### src/rtl/core/assert_macros.svh
// shared assertion macros
`ifndef ASSERT_MACROS_SVH
`define ASSERT_MACROS_SVH

// same-cycle implication
`define SFCT_ASSERT_NOW(label, clk, rst, ante, cons) \
   label: assert property (@(posedge clk) disable iff (rst) (ante) |-> (cons)) \
      else $error("sfct assertion failed");

// next-cycle implication
`define SFCT_ASSERT_NEXT(label, clk, rst, ante, cons) \
   label: assert property (@(posedge clk) disable iff (rst) (ante) |=> (cons)) \
      else $error("sfct assertion failed");

`endif

### src/rtl/core/sfct_pkg.sv
package sfct_pkg;

   localparam int KEY_WIDTH         = 8;
   localparam int HANDLE_PORT_WIDTH = 32;
   localparam int COUNT_PORT_WIDTH  = 3;
   localparam int REQ_TYPE_WIDTH    = 2;
   localparam int STATUS_WIDTH      = 2;
   localparam int QUEUE_DEPTH       = 2;
   localparam int QUEUE_PTR_WIDTH   = $clog2(QUEUE_DEPTH);
   localparam int QUEUE_CNT_WIDTH   = $clog2(QUEUE_DEPTH + 1);

   localparam logic [REQ_TYPE_WIDTH-1:0] REQ_INSERT  = 2'd0;
   localparam logic [REQ_TYPE_WIDTH-1:0] REQ_LOOKUP  = 2'd1;
   localparam logic [REQ_TYPE_WIDTH-1:0] REQ_REPLACE = 2'd2;
   localparam logic [REQ_TYPE_WIDTH-1:0] REQ_SCAN    = 2'd3;

   typedef enum logic [1:0] {
      OP_INSERT,
      OP_LOOKUP,
      OP_REPLACE,
      OP_SCAN
   } op_type;

   typedef enum logic [STATUS_WIDTH-1:0] {
      STATUS_OK     = 2'd0,
      STATUS_FULL   = 2'd1,
      STATUS_ABSENT = 2'd2
   } status_type;

   typedef enum logic {
      BACK_IDLE,
      BACK_SCAN
   } back_state_type;

   typedef struct packed {
      op_type                       op;
      logic [KEY_WIDTH-1:0]         key;
      logic [HANDLE_PORT_WIDTH-1:0] child;
      logic [KEY_WIDTH-1:0]         low;
      logic [KEY_WIDTH-1:0]         high;
   } cmd_type;

   typedef struct packed {
      logic    valid;
      cmd_type cmd;
   } queue_head_type;

endpackage

### src/rtl/core/sfct_front.sv
module sfct_front (
   input  logic                                   req_valid,
   input  logic [sfct_pkg::REQ_TYPE_WIDTH-1:0]    req_type,
   input  logic [sfct_pkg::KEY_WIDTH-1:0]         req_key_value,
   input  logic [sfct_pkg::HANDLE_PORT_WIDTH-1:0] req_child_handle,
   input  logic [sfct_pkg::KEY_WIDTH-1:0]         req_low_bound,
   input  logic [sfct_pkg::KEY_WIDTH-1:0]         req_high_bound,
   output logic                                   req_stall,
   input  logic                                   queue_full,
   output logic                                   push,
   output sfct_pkg::cmd_type                      push_cmd
);
   import sfct_pkg::*;

   assign req_stall = queue_full;
   assign push      = req_valid && !queue_full;

   always_comb begin
      push_cmd.key   = req_key_value;
      push_cmd.child = req_child_handle;
      push_cmd.low   = req_low_bound;
      push_cmd.high  = req_high_bound;
      case (req_type)
         REQ_INSERT:  push_cmd.op = OP_INSERT;
         REQ_LOOKUP:  push_cmd.op = OP_LOOKUP;
         REQ_REPLACE: push_cmd.op = OP_REPLACE;
         REQ_SCAN:    push_cmd.op = OP_SCAN;
         default:     push_cmd.op = OP_LOOKUP;
      endcase
   end

endmodule

### src/rtl/core/sfct_queue.sv
module sfct_queue (
   input  logic                     clock,
   input  logic                     reset,
   input  logic                     push,
   input  sfct_pkg::cmd_type        push_cmd,
   output logic                     full,
   input  logic                     pop,
   output sfct_pkg::queue_head_type head
);
   import sfct_pkg::*;

   cmd_type                    slot_ff [QUEUE_DEPTH];
   logic [QUEUE_PTR_WIDTH-1:0] wr_ptr_ff, wr_ptr_in;
   logic [QUEUE_PTR_WIDTH-1:0] rd_ptr_ff, rd_ptr_in;
   logic [QUEUE_CNT_WIDTH-1:0] count_ff, count_in;
   logic                       do_push, do_pop;

   assign full       = (count_ff == QUEUE_CNT_WIDTH'(QUEUE_DEPTH));
   assign head.valid = (count_ff != '0);
   assign head.cmd   = slot_ff[rd_ptr_ff];
   assign do_push    = push && !full;
   assign do_pop     = pop && head.valid;

   always_comb begin
      wr_ptr_in = wr_ptr_ff;
      rd_ptr_in = rd_ptr_ff;
      count_in  = count_ff;
      if (do_push) begin
         wr_ptr_in = (wr_ptr_ff == QUEUE_PTR_WIDTH'(QUEUE_DEPTH - 1)) ? '0 : wr_ptr_ff + 1'b1;
      end
      if (do_pop) begin
         rd_ptr_in = (rd_ptr_ff == QUEUE_PTR_WIDTH'(QUEUE_DEPTH - 1)) ? '0 : rd_ptr_ff + 1'b1;
      end
      if (do_push && !do_pop) begin
         count_in = count_ff + 1'b1;
      end else if (do_pop && !do_push) begin
         count_in = count_ff - 1'b1;
      end
   end

   always_ff @(posedge clock) begin
      if (reset) begin
         wr_ptr_ff <= '0;
         rd_ptr_ff <= '0;
         count_ff  <= '0;
      end else begin
         wr_ptr_ff <= wr_ptr_in;
         rd_ptr_ff <= rd_ptr_in;
         count_ff  <= count_in;
      end
   end

   always_ff @(posedge clock) begin
      if (do_push) begin
         slot_ff[wr_ptr_ff] <= push_cmd;
      end
   end

endmodule

### src/rtl/core/sfct_back.sv
module sfct_back #(
   parameter int ENTRIES      = 4,
   parameter int HANDLE_WIDTH = 32
) (
   input  logic                                   clock,
   input  logic                                   reset,
   input  sfct_pkg::queue_head_type               head,
   output logic                                   pop,
   output logic                                   rsp_valid,
   input  logic                                   rsp_stall,
   output logic                                   rsp_found,
   output logic [sfct_pkg::KEY_WIDTH-1:0]         rsp_key_out,
   output logic [sfct_pkg::HANDLE_PORT_WIDTH-1:0] rsp_child_out,
   output logic                                   rsp_last,
   output logic [sfct_pkg::STATUS_WIDTH-1:0]      rsp_status,
   output logic                                   rsp_is_full,
   output logic [sfct_pkg::COUNT_PORT_WIDTH-1:0]  rsp_entry_count
);
   import sfct_pkg::*;

   localparam int IDX_W = $clog2(ENTRIES);
   localparam int CNT_W = $clog2(ENTRIES + 1);

   logic [KEY_WIDTH-1:0]         key_ff     [ENTRIES];
   logic [KEY_WIDTH-1:0]         key_in     [ENTRIES];
   logic [HANDLE_WIDTH-1:0]      child_ff   [ENTRIES];
   logic [HANDLE_WIDTH-1:0]      child_in   [ENTRIES];
   logic [KEY_WIDTH-1:0]         below_key  [ENTRIES];
   logic [HANDLE_WIDTH-1:0]      below_child[ENTRIES];
   logic [CNT_W-1:0]             used_ff, used_in;
   logic [ENTRIES-1:0]           mask_ff, mask_in;
   back_state_type               state_ff, state_in;

   logic                         rsp_valid_ff, rsp_valid_in;
   logic                         found_ff, found_in;
   logic [KEY_WIDTH-1:0]         key_out_ff, key_out_in;
   logic [HANDLE_PORT_WIDTH-1:0] child_out_ff, child_out_in;
   logic                         last_ff, last_in;
   status_type                   status_ff, status_in;
   logic                         full_ff, full_in;
   logic [COUNT_PORT_WIDTH-1:0]  count_ff, count_in;

   logic [ENTRIES-1:0]           in_use, stay, below_stay, match, qual, rest;
   logic [HANDLE_WIDTH-1:0]      new_child;
   logic [IDX_W-1:0]             hit_idx, top_idx;
   logic                         out_free, table_full, emit, walk;

   assign out_free   = !rsp_valid_ff || !rsp_stall;
   assign table_full = (used_ff == CNT_W'(ENTRIES));
   assign new_child  = HANDLE_WIDTH'(head.cmd.child);

   // per-slot compares
   always_comb begin
      walk = 1'b1;
      for (int j = 0; j < ENTRIES; j++) begin
         in_use[j] = (CNT_W'(j) < used_ff);
         stay[j]   = in_use[j] && (head.cmd.key > key_ff[j]);
         match[j]  = in_use[j] && (key_ff[j] == head.cmd.key);
      end
      below_stay[0]  = 1'b1;
      below_key[0]   = key_ff[0];
      below_child[0] = child_ff[0];
      for (int j = 1; j < ENTRIES; j++) begin
         below_stay[j]  = stay[j-1];
         below_key[j]   = key_ff[j-1];
         below_child[j] = child_ff[j-1];
      end
      // scan walks down from the top and stops below the low bound
      for (int j = ENTRIES - 1; j >= 0; j--) begin
         if (in_use[j]) begin
            walk = walk && (key_ff[j] >= head.cmd.low);
         end
         qual[j] = in_use[j] && walk && (key_ff[j] <= head.cmd.high);
      end
      hit_idx = '0;
      for (int j = ENTRIES - 1; j >= 0; j--) begin
         if (match[j]) begin
            hit_idx = IDX_W'(j);
         end
      end
      top_idx = '0;
      for (int j = 0; j < ENTRIES; j++) begin
         if (mask_ff[j]) begin
            top_idx = IDX_W'(j);
         end
      end
      rest          = mask_ff;
      rest[top_idx] = 1'b0;
   end

   always_comb begin
      state_in     = state_ff;
      mask_in      = mask_ff;
      used_in      = used_ff;
      key_in       = key_ff;
      child_in     = child_ff;
      pop          = 1'b0;
      emit         = 1'b0;
      rsp_valid_in = rsp_valid_ff && rsp_stall;
      found_in     = found_ff;
      key_out_in   = key_out_ff;
      child_out_in = child_out_ff;
      last_in      = last_ff;
      status_in    = status_ff;
      full_in      = full_ff;
      count_in     = count_ff;
      case (state_ff)
         BACK_IDLE: begin
            if (head.valid && out_free) begin
               pop          = 1'b1;
               found_in     = 1'b0;
               key_out_in   = head.cmd.key;
               child_out_in = '0;
               last_in      = 1'b1;
               status_in    = STATUS_OK;
               case (head.cmd.op)
                  OP_INSERT: begin
                     emit = 1'b1;
                     if (table_full) begin
                        status_in = STATUS_FULL;
                     end else begin
                        for (int j = 0; j < ENTRIES; j++) begin
                           if ((CNT_W'(j) <= used_ff) && !stay[j]) begin
                              if (below_stay[j]) begin
                                 key_in[j]   = head.cmd.key;
                                 child_in[j] = new_child;
                              end else begin
                                 key_in[j]   = below_key[j];
                                 child_in[j] = below_child[j];
                              end
                           end
                        end
                        used_in = used_ff + 1'b1;
                     end
                  end
                  OP_LOOKUP: begin
                     emit = 1'b1;
                     if (|match) begin
                        found_in     = 1'b1;
                        child_out_in = HANDLE_PORT_WIDTH'(child_ff[hit_idx]);
                     end
                  end
                  OP_REPLACE: begin
                     emit = 1'b1;
                     if (|match) begin
                        child_in[hit_idx] = new_child;
                        child_out_in      = HANDLE_PORT_WIDTH'(new_child);
                     end else begin
                        status_in = STATUS_ABSENT;
                     end
                  end
                  OP_SCAN: begin
                     mask_in  = qual;
                     state_in = BACK_SCAN;
                  end
                  default: begin
                     state_in = BACK_IDLE;
                  end
               endcase
            end
         end
         BACK_SCAN: begin
            if (out_free) begin
               emit      = 1'b1;
               status_in = STATUS_OK;
               if (mask_ff == '0) begin
                  found_in     = 1'b0;
                  key_out_in   = '0;
                  child_out_in = '0;
                  last_in      = 1'b1;
                  state_in     = BACK_IDLE;
               end else begin
                  found_in     = 1'b1;
                  key_out_in   = key_ff[top_idx];
                  child_out_in = HANDLE_PORT_WIDTH'(child_ff[top_idx]);
                  last_in      = (rest == '0);
                  mask_in      = rest;
                  if (rest == '0) begin
                     state_in = BACK_IDLE;
                  end
               end
            end
         end
         default: begin
            state_in = BACK_IDLE;
         end
      endcase
      if (emit) begin
         rsp_valid_in = 1'b1;
         full_in      = (used_in >= CNT_W'(ENTRIES));
         count_in     = COUNT_PORT_WIDTH'(used_in);
      end
   end

   always_ff @(posedge clock) begin
      if (reset) begin
         state_ff     <= BACK_IDLE;
         used_ff      <= '0;
         rsp_valid_ff <= 1'b0;
      end else begin
         state_ff     <= state_in;
         used_ff      <= used_in;
         rsp_valid_ff <= rsp_valid_in;
      end
   end

   always_ff @(posedge clock) begin
      key_ff       <= key_in;
      child_ff     <= child_in;
      mask_ff      <= mask_in;
      found_ff     <= found_in;
      key_out_ff   <= key_out_in;
      child_out_ff <= child_out_in;
      last_ff      <= last_in;
      status_ff    <= status_in;
      full_ff      <= full_in;
      count_ff     <= count_in;
   end

   assign rsp_valid       = rsp_valid_ff;
   assign rsp_found       = found_ff;
   assign rsp_key_out     = key_out_ff;
   assign rsp_child_out   = child_out_ff;
   assign rsp_last        = last_ff;
   assign rsp_status      = status_ff;
   assign rsp_is_full     = full_ff;
   assign rsp_entry_count = count_ff;

endmodule

### src/rtl/core/sorted_four_entry_child_table.sv
// Sorted table of up to ENTRIES (key byte, child handle) pairs in ascending key order.
// Request words are decoded in the front part and wait in a two-word queue, so a
// new request is taken every cycle while the queue has room. The back part owns the
// table and runs one request at a time: insert, lookup and replace each give one
// result word; a range scan first marks the matching slots and then gives one result
// word per matching slot (one word for an empty scan), highest key first. Results sit
// in an output register; while a finished word is held by rsp_stall the back part
// waits, and once the queue is full req_stall rises. Handles are kept to HANDLE_WIDTH
// bits. An insert into a full table and a replace of an absent key report a status
// code and leave the table unchanged.
module sorted_four_entry_child_table #(
   parameter int ENTRIES      = 4,
   parameter int HANDLE_WIDTH = 32
) (
   input  logic                                   clock,
   input  logic                                   reset,
   input  logic                                   req_valid,
   output logic                                   req_stall,
   input  logic [sfct_pkg::REQ_TYPE_WIDTH-1:0]    req_type,
   input  logic [sfct_pkg::KEY_WIDTH-1:0]         req_key_value,
   input  logic [sfct_pkg::HANDLE_PORT_WIDTH-1:0] req_child_handle,
   input  logic [sfct_pkg::KEY_WIDTH-1:0]         req_low_bound,
   input  logic [sfct_pkg::KEY_WIDTH-1:0]         req_high_bound,
   output logic                                   rsp_valid,
   input  logic                                   rsp_stall,
   output logic                                   rsp_found,
   output logic [sfct_pkg::KEY_WIDTH-1:0]         rsp_key_out,
   output logic [sfct_pkg::HANDLE_PORT_WIDTH-1:0] rsp_child_out,
   output logic                                   rsp_last,
   output logic [sfct_pkg::STATUS_WIDTH-1:0]      rsp_status,
   output logic                                   rsp_is_full,
   output logic [sfct_pkg::COUNT_PORT_WIDTH-1:0]  rsp_entry_count
);
   import sfct_pkg::*;

   `include "assert_macros.svh"

   logic           push, queue_full, pop;
   cmd_type        push_cmd;
   queue_head_type head;

   sfct_front u_front (
      .req_valid        (req_valid),
      .req_type         (req_type),
      .req_key_value    (req_key_value),
      .req_child_handle (req_child_handle),
      .req_low_bound    (req_low_bound),
      .req_high_bound   (req_high_bound),
      .req_stall        (req_stall),
      .queue_full       (queue_full),
      .push             (push),
      .push_cmd         (push_cmd)
   );

   sfct_queue u_queue (
      .clock    (clock),
      .reset    (reset),
      .push     (push),
      .push_cmd (push_cmd),
      .full     (queue_full),
      .pop      (pop),
      .head     (head)
   );

   sfct_back #(
      .ENTRIES      (ENTRIES),
      .HANDLE_WIDTH (HANDLE_WIDTH)
   ) u_back (
      .clock           (clock),
      .reset           (reset),
      .head            (head),
      .pop             (pop),
      .rsp_valid       (rsp_valid),
      .rsp_stall       (rsp_stall),
      .rsp_found       (rsp_found),
      .rsp_key_out     (rsp_key_out),
      .rsp_child_out   (rsp_child_out),
      .rsp_last        (rsp_last),
      .rsp_status      (rsp_status),
      .rsp_is_full     (rsp_is_full),
      .rsp_entry_count (rsp_entry_count)
   );

   `SFCT_ASSERT_NOW(a_pop_needs_word, clock, reset, pop, head.valid)
   `SFCT_ASSERT_NOW(a_full_status_is_full, clock, reset,
      rsp_valid && (rsp_status == STATUS_FULL), rsp_is_full)
   `SFCT_ASSERT_NOW(a_more_words_carry_entry, clock, reset,
      rsp_valid && !rsp_last, rsp_found)
   `SFCT_ASSERT_NOW(a_absent_has_no_child, clock, reset,
      rsp_valid && (rsp_status == STATUS_ABSENT), (rsp_child_out == '0) && !rsp_found)

endmodule

### config.mk
export PLATFORM = sky130hd
export DESIGN_NAME = sorted_four_entry_child_table
export DESIGN_NICKNAME = d
export VERILOG_FILES = /design/src/rtl/core/sfct_pkg.sv /design/src/rtl/core/sfct_front.sv /design/src/rtl/core/sfct_queue.sv /design/src/rtl/core/sfct_back.sv /design/src/rtl/core/sorted_four_entry_child_table.sv
export VERILOG_INCLUDE_DIRS = /design/src /design/src/rtl/core
export SDC_FILE = /design/constraint.sdc
export NUM_CORES = 1
export LEC_CHECK = 0
export ABC_AREA = 0
export ABC_CLOCK_PERIOD_IN_PS = 5330
export BUFFER_PORTS_ARGS = -buffer_cell sky130_fd_sc_hd__buf_2
export CAP_MARGIN = 20
export CORE_UTILIZATION = 57
export CTS_BUF_LIST = sky130_fd_sc_hd__clkbuf_4
export CTS_CLUSTER_SIZE = 10
export DETAILED_ROUTE_END_ITERATION = 6
export PLACE_DENSITY_LB_ADDON = 0.15
export SETUP_SLACK_MARGIN = 0.05
export SYNTH_ARGS = -nofsm -noshare
export SYNTH_HDL_FRONTEND = slang
export SYNTH_SLANG_ARGS = --single-unit
### constraint.sdc
create_clock -name clock -period 5.33 [get_ports clock]
set_input_delay 0.533 -clock clock [delete_from_list [all_inputs] [get_ports clock]]
set_output_delay 0.533 -clock clock [all_outputs]
set_load 0.02 [all_outputs]
==> flow_metrics.env, run 1 <==
export IMPL_powerDensity_nw_per_um2=471.6
export IMPL_hpwl_um=31290
export IMPL_vias=14080
export IMPL_max_vdd_ir_drop_mv=0.4494
export IMPL_grt_max_degree=84
export IMPL_rsz0062_at_grt="no"
export IMPL_synth_seq_cells=337
export IMPL_core_area_um2=30990
export IMPL_stdcell_area_um2=20670
export IMPL_ys_flop_type="edfxtp_1"
export IMPL_netlist_area_um2=18160
export IMPL_p_seq_share_pct=42.1
export IMPL_multiInputGateArea_um2=7405
export IMPL_gp_congestion=0.9816
export IMPL_min_path_type="input pin to flip-flop"
export IMPL_drv_slew=0
export IMPL_clockPowerShare_pct=22.5
export IMPL_startpoint_type="flip-flop"
export IMPL_yosys_warnings=0
export IMPL_track_usage_pct=31.48
export IMPL_place_area_um2=19000
export IMPL_nets=1946
export IMPL_cts_htree_levels=3
export IMPL_p_sw_share_pct=38.20
export IMPL_post_place_cells=2028
export IMPL_slowest_stage="dfxtp_4"
export IMPL_fin_crit_sh_pct=83.17
export IMPL_die_h_um=180.5
export IMPL_power_share_combinational_pct=35.5
export IMPL_timing_rr_end="u_back.below_child[54]"
export IMPL_dieArea_um2=32580
export IMPL_clock_path_buffers=3
export IMPL_min_path_cells=2
export IMPL_cts_root_buf="clkbuf_4"
export IMPL_fin_cells=2241
export IMPL_syn_area_per_cell_um2=11.36
export IMPL_drive_gt1_share_pct=17.33
export IMPL_slew_headroom_pct=28.09
export IMPL_wl_met3_um=5359
export IMPL_synthArstFlopShare_pct=0
export IMPL_dr_first_iter_drc_count=1551
export IMPL_fin_worst_skew_ps=45.76
export IMPL_cp_slowest_stage_delay_ps=680
export IMPL_clkSinkCount=337
export IMPL_n_fill_cell=2399
export IMPL_timing_fmax_ghz=0.2256
export IMPL_rrSetupSlack_ps=900
export IMPL_min_period_ps=4433
export IMPL_pre_cts_ws_ps=1035
export IMPL_cpMostUsedCell="nand4_1"
export IMPL_crit_chain="mux2i_1 -> inv_1 -> ha_1 -> nand4_1 -> nor3_2 -> nor2_4 -> nand3_1 -> nand4_1 -> a221oi_4 -> buf_4"
export IMPL_io_pins=112
export IMPL_cts_tree="built"
export IMPL_synthCells=1599
export IMPL_endpoint_kind="flip-flop"
export IMPL_start_util_pct=58.61
export IMPL_crit_type="flip-flop to flip-flop"
export IMPL_internal_power_mw=6.024
export IMPL_ant_nets=0
export IMPL_clkTransAtPathRegs_ps=60
export IMPL_crit_buf_inv=2
export IMPL_die_w_um=180.5
export IMPL_cts_buffers=87
export IMPL_wl_um=50380
export IMPL_synth_seq_area_share_pct=55.17
export IMPL_status="finished, final reports clean"
export IMPL_first_global_vias=14150
export IMPL_leakage_nw=8.271
export IMPL_synth_nets=1766
export IMPL_synth_edf_count=327
export IMPL_top_layer_used="met4"
export IMPL_avgViaCountPerCell=6.282
export IMPL_setup_viol=0
export IMPL_cp_required_ps=5720
export IMPL_wire_per_inst_um=22.48
export IMPL_critPathMaxFanout=32
export IMPL_worstHoldStart="reset"
export IMPL_rows=64
export IMPL_areaGrowthSynthToFinish_pct=13.79
export IMPL_antenna_found_initial=2
export IMPL_critPathArrivalTime_ps=4820
export IMPL_setup_slack_ps=897.3
export IMPL_hold_viol=0
export IMPL_wl_met1_um=21170
export IMPL_path_delay_family="simple AND/OR/NAND/NOR gates"
export IMPL_r2r_cells=10
export IMPL_post_route_util_pct=66.69
export IMPL_dr_wl_met2_um=22610
export IMPL_io_buffers=111
export IMPL_worst_pin_slew_ps=1079
export IMPL_clk_latency_ps=790
export IMPL_seqCellArea_um2=10020
export IMPL_grt_pass1_wl_um=78360
export IMPL_maxCapViolCount=0
export IMPL_drtPass1Iterations=7
export IMPL_grt_remaining_overflow=0
export IMPL_route_detailed_drc=0
export IMPL_synth_cell_types=68
export IMPL_p_sw_mw=3.724
[power by group through the flow]
stage | combinational, mW | sequential, mW | clock [mW]
after detailed placement | 3.38 | 4.14 | 0
final | 3.46 | 4.10 | 2.19
after CTS | 3.43 | 4.09 | 2.23
after global placement | 3.29 | 4.13 | 0
after global routing | 3.78 | 4.15 | 2.37
after floorplan | 2.17 | 4.25 | 0
[synthesized netlist by cell type (all sizes together), types with 3 or more instances]
cell type  count  area share [%]
dfxtp         10             1.1
o22ai         39             1.3
a21o           9            0.37
buf           45             1.6
and3          35             1.2
nand2b         6            0.21
o2bb2ai       32             1.5
mux2i        123             6.8
o21ai        118             3.3
a221oi         4            0.23
o41ai          3            0.14
a22oi         31             1.3
o31ai         32             1.4
or2            3            0.10
or3            3            0.10
a31oi          3            0.10
nand2        157             3.2
a21oi         86             2.5
nor2         122             2.6
a2111oi        5            0.34
a211oi        22            0.91
nor3           7            0.34
inv           84             1.7
nand3         10            0.30
ha           105             7.2
clkbuf        61             1.3
o21a          12            0.50
edfxtp       327              54
xor2           3            0.14
o211ai        10            0.41
mux2           5            0.31
and2           3            0.10
nand4         50             1.7
nor2b         12            0.41
[sequential cells by signal, summed over array words and instances, names as in the netlist, named ones only]
register / flops
u_back.rsp_key_out: 8
u_queue.rd_ptr_ff: 1
u_back.used_ff: 3
u_back.mask_ff: 4
u_back.rsp_found: 1
u_back.rsp_child_out: 32
u_back.below_key: 24
u_back.rsp_entry_count: 3
u_queue.slot_ff: 116
u_back.child_ff: 32
u_back.below_child: 96
u_queue.wr_ptr_ff: 1
u_queue.count_ff: 2
u_back.key_ff: 8
u_back.rsp_valid: 1
u_back.rsp_last: 1
u_back.state_ff: 1
u_back.rsp_status: 2
[cell type report]
class,count,area share [%]
Multi-Input combinational cell,1072,35.83
Tap cell,396,2.397
Clock buffer,131,4.758
Clock inverter,20,0.4298
Sequential cell,337,48.50
Antenna cell,4,0.04843
Inverter,84,1.526
Timing Repair Buffer,197,6.514
[timing repair]
item                                    CTS  global route
resized for setup                         0             0
hold endpoints to repair                116             0
endpoints found under the setup margin    0             0
hold buffers                             58             0
buffers inserted                          0             0
[layer usage]
layer | vias to the layer above | global-route usage [%]
met1 | 6702 | 43.96
li1 | 6455 | -
met4 | 0 | 11.01
met2 | 806 | 48.53
met5 | - | 0
met3 | 115 | 7.074
[logic make-up (layout without fill, tap and decap cells)]
group           after synthesis  after routing  synth area share [%]
flops                       337            337                 55.17
other cells                   0              4                     0
simple gates                415            415                 10.66
fa+ha+maj                   106            106                 7.289
buf+inv                     190            432                 4.629
xor+xnor                      5              5                0.2412
mux                         128            128                 7.089
compound gates              418            418                 14.92
[per-stage QoR]
stage	TNS [ps]	total power [mW]	hold WS [ps]
2_1_floorplan	-20030	6.412	481.3
3_3_place_gp	0	7.419	494.3
3_5_place_dp	0	7.518	507.0
4_1_cts	0	9.750	6.773
5_1_grt	0	10.30	30.30
6_report	0	9.747	57.42
[cell usage in the layout (no fill, tap or decap), drive strengths merged, types with 4 or more instances in the layout]
| cell type | instances |
|---|---|
| nand3 | 10 |
| nand2b | 6 |
| nor2b | 12 |
| a2111oi | 5 |
| buf | 139 |
| nor2 | 122 |
| a22oi | 31 |
| and3 | 35 |
| diode | 4 |
| mux2 | 5 |
| o22ai | 39 |
| mux2i | 123 |
| a221oi | 4 |
| ha | 105 |
| o211ai | 10 |
| nor3 | 7 |
| o31ai | 32 |
| clkinv | 17 |
| a21oi | 86 |
| edfxtp | 327 |
| inv | 87 |
| clkbuf | 131 |
| o21a | 12 |
| a21o | 9 |
| nand4 | 50 |
| o21ai | 118 |
| nand2 | 157 |
| dfxtp | 10 |
| a211oi | 22 |
| dlygate4sd3 | 58 |
| o2bb2ai | 32 |
[how the worst max path moves through the flow]
stage                          from                endpoint  slack (ps)  cells past startpoint
after floorplan           flip-flop   u_back.below_child[0]        -310                     12
after global placement    flip-flop  u_back.below_child[43]        1190                     10
after detailed placement  flip-flop  u_back.below_child[43]        1040                     10
after CTS                 flip-flop  u_back.below_child[34]         950                     10
after global routing      flip-flop      u_back.child_ff[2]         730                     11
final                     flip-flop  u_back.below_child[54]         900                     10
Note: power is estimated with default switching activity, not from simulation.
==> run 2: changes to the inputs <==
Settings changed: ABC_CLOCK_PERIOD_IN_PS 5330 to 4200, CORE_UTILIZATION 57 to 63.
Clock period 5.33 ns to 4.2 ns, I/O delays scaled along.
==> flow_metrics.env, run 2 (synthesized netlist as in run 1, its figures left out) <==
export IMPL_final_setup_tns_ps=0
export IMPL_busiest_layer="met2"
export IMPL_p_seq_share_pct=41.4
export IMPL_post_cts_buffers=0
export IMPL_setup_viol=0
export IMPL_crit_buf_inv=2
export IMPL_met3_usage_pct=6.512
export IMPL_n_fill_cell=2042
export IMPL_layout_common_cells="edfxtp_1, nand2_1, mux2i_1, clkbuf_4, nor2_1"
export IMPL_p_sw_share_pct=38.48
export IMPL_internal_power_mw=7.635
export IMPL_grt_pass1_wl_um=76400
export IMPL_ant_nets=0
export IMPL_fin_worst_skew_ps=51.92
export IMPL_holdPathEnd="u_back.rsp_valid"
export IMPL_largest_reg_flops=116
export IMPL_wl_um=50210
export IMPL_drive_gt1_share_pct=17.78
export IMPL_timing_fmax_ghz=0.2637
export IMPL_clk_latency_ps=730
export IMPL_min_path_cells=3
export IMPL_path_delay_family="simple AND/OR/NAND/NOR gates"
export IMPL_final_common_cell="edfxtp_1"
export IMPL_rows=61
export IMPL_cts_root_buf="clkbuf_4"
export IMPL_clkSinkCount=337
export IMPL_clock_path_buffers=3
export IMPL_io_buffers=111
export IMPL_startpoint_type="flip-flop"
export IMPL_nets=1966
export IMPL_cp_required_ps=4520
export IMPL_pre_cts_ws_ps=472.7
export IMPL_slew_headroom_pct=28.38
export IMPL_cts_htree_levels=3
export IMPL_top_register="u_queue.slot_ff"
export IMPL_start_util_pct=64.67
export IMPL_hpwl_um=31180
export IMPL_status="finished, final reports clean"
export IMPL_clkTransAtPathRegs_ps=60
export IMPL_dr_first_iter_drc_count=1818
export IMPL_cp_slowest_stage_delay_ps=520
export IMPL_rsz0062_at_grt="no"
export IMPL_gp_congestion=0.9443
export IMPL_hold_viol=0
export IMPL_maxCapViolCount=0
export IMPL_drv_slew=0
export IMPL_areaGrowthSynthToFinish_pct=14.51
export IMPL_max_vdd_ir_drop_mv=0.7874
export IMPL_antenna_found_initial=1
export IMPL_grt_use_met1_pct=48.51
export IMPL_timing_rr_end="u_back.below_child[27]"
export IMPL_grt_use_met2_pct=54.94
export IMPL_fin_cells=2241
export IMPL_rrSetupSlack_ps=410
export IMPL_powerDensity_nw_per_um2=596.8
export IMPL_power_share_combinational_pct=36.6
export IMPL_cts_tree="built"
export IMPL_dieArea_um2=29510
export IMPL_io_pins=112
export IMPL_setup_slack_ps=408.2
export IMPL_slowest_stage="buf_4"
export IMPL_worstHoldStart="rsp_stall"
export IMPL_min_period_ps=3792
export IMPL_first_global_vias=13880
export IMPL_min_path_type="input pin to flip-flop"
export IMPL_crit_type="flip-flop to flip-flop"
export IMPL_die_h_um=171.8
export IMPL_track_usage_pct=34.62
export IMPL_clockPowerShare_pct=21.9
export IMPL_place_area_um2=19150
export IMPL_cts_resized=0
export IMPL_cts_buffers=87
export IMPL_fin_crit_sh_pct=90.28
export IMPL_p_total_mw=12.41
export IMPL_route_detailed_drc=0
export IMPL_hold_buffers=59
export IMPL_wire_per_inst_um=22.40
export IMPL_crit_chain="mux2i_1 -> inv_1 -> ha_1 -> and4_4 -> nor3b_2 -> a21oi_4 -> nand3_1 -> nand4_1 -> a221oi_4 -> buf_4"
export IMPL_grt_max_degree=84
export IMPL_endpoint_kind="flip-flop"
export IMPL_leakage_nw=8.359
export IMPL_drtPass1Iterations=5
export IMPL_die_w_um=171.8
export IMPL_critPathMaxFanout=32
export IMPL_vias=14190
export IMPL_grt_remaining_overflow=0
export IMPL_worst_pin_slew_ps=1074
export IMPL_stdcell_area_um2=20800
export IMPL_post_place_cells=2029
export IMPL_p_sw_mw=4.776
export IMPL_core_area_um2=28090
export IMPL_critPathArrivalTime_ps=4110
export IMPL_avgViaCountPerCell=6.330
export IMPL_r2r_cells=10
-- run 2: worst max path at each step --
stage                   start                      to  slack (ps)  depth (start not counted)
global route        flip-flop     u_back.child_ff[27]         160                         11
finish              flip-flop  u_back.below_child[27]         410                         10
CTS                 flip-flop      u_back.child_ff[4]         450                         10
detailed placement  flip-flop   u_back.below_child[2]         470                         10
global placement    flip-flop   u_back.below_child[9]         550                         10
floorplan           flip-flop  u_back.below_child[64]          80                         15
-- run 2: metal layers --
metal | wire, µm | share of wire [%]
met5 | 0 | 0
met4 | 808 | 1.6
met3 | 5214 | 10
met2 | 23290 | 46
met1 | 20890 | 42
-- run 2: power by group through the flow --
stage	logic [mW]	registers [mW]	clock network (mW)
floorplan	2.79	5.38	0
global placement	4.30	5.16	0
detailed placement	4.41	5.19	0
CTS	4.48	5.13	2.75
global route	4.94	5.21	2.93
finish	4.55	5.14	2.72
-- run 2: tightest hold or removal path, stage by stage --
cell,delay [ps]
buf_2,120
nand2_1,90
a21oi_1,70
-- run 2: cell type report --
type	count	area [µm²]	area share, %
Tap cell	378	473.0	2.274
Timing Repair Buffer	217	1524	7.328
Inverter	84	315.3	1.516
Clock inverter	29	135.1	0.6497
Sequential cell	337	10020	48.20
Clock buffer	123	923.4	4.440
Antenna cell	1	2.502	0.01203
Multi-Input combinational cell	1072	7401	35.59
-- run 2: per-stage QoR --
step	hold WS, ps	utilization [%]
2_1_floorplan	481.3	-
3_3_place_gp	497.9	68.17
3_5_place_dp	499.1	68.17
4_1_cts	13.73	74.04
5_1_grt	29.02	74.05
6_report	68.09	74.05
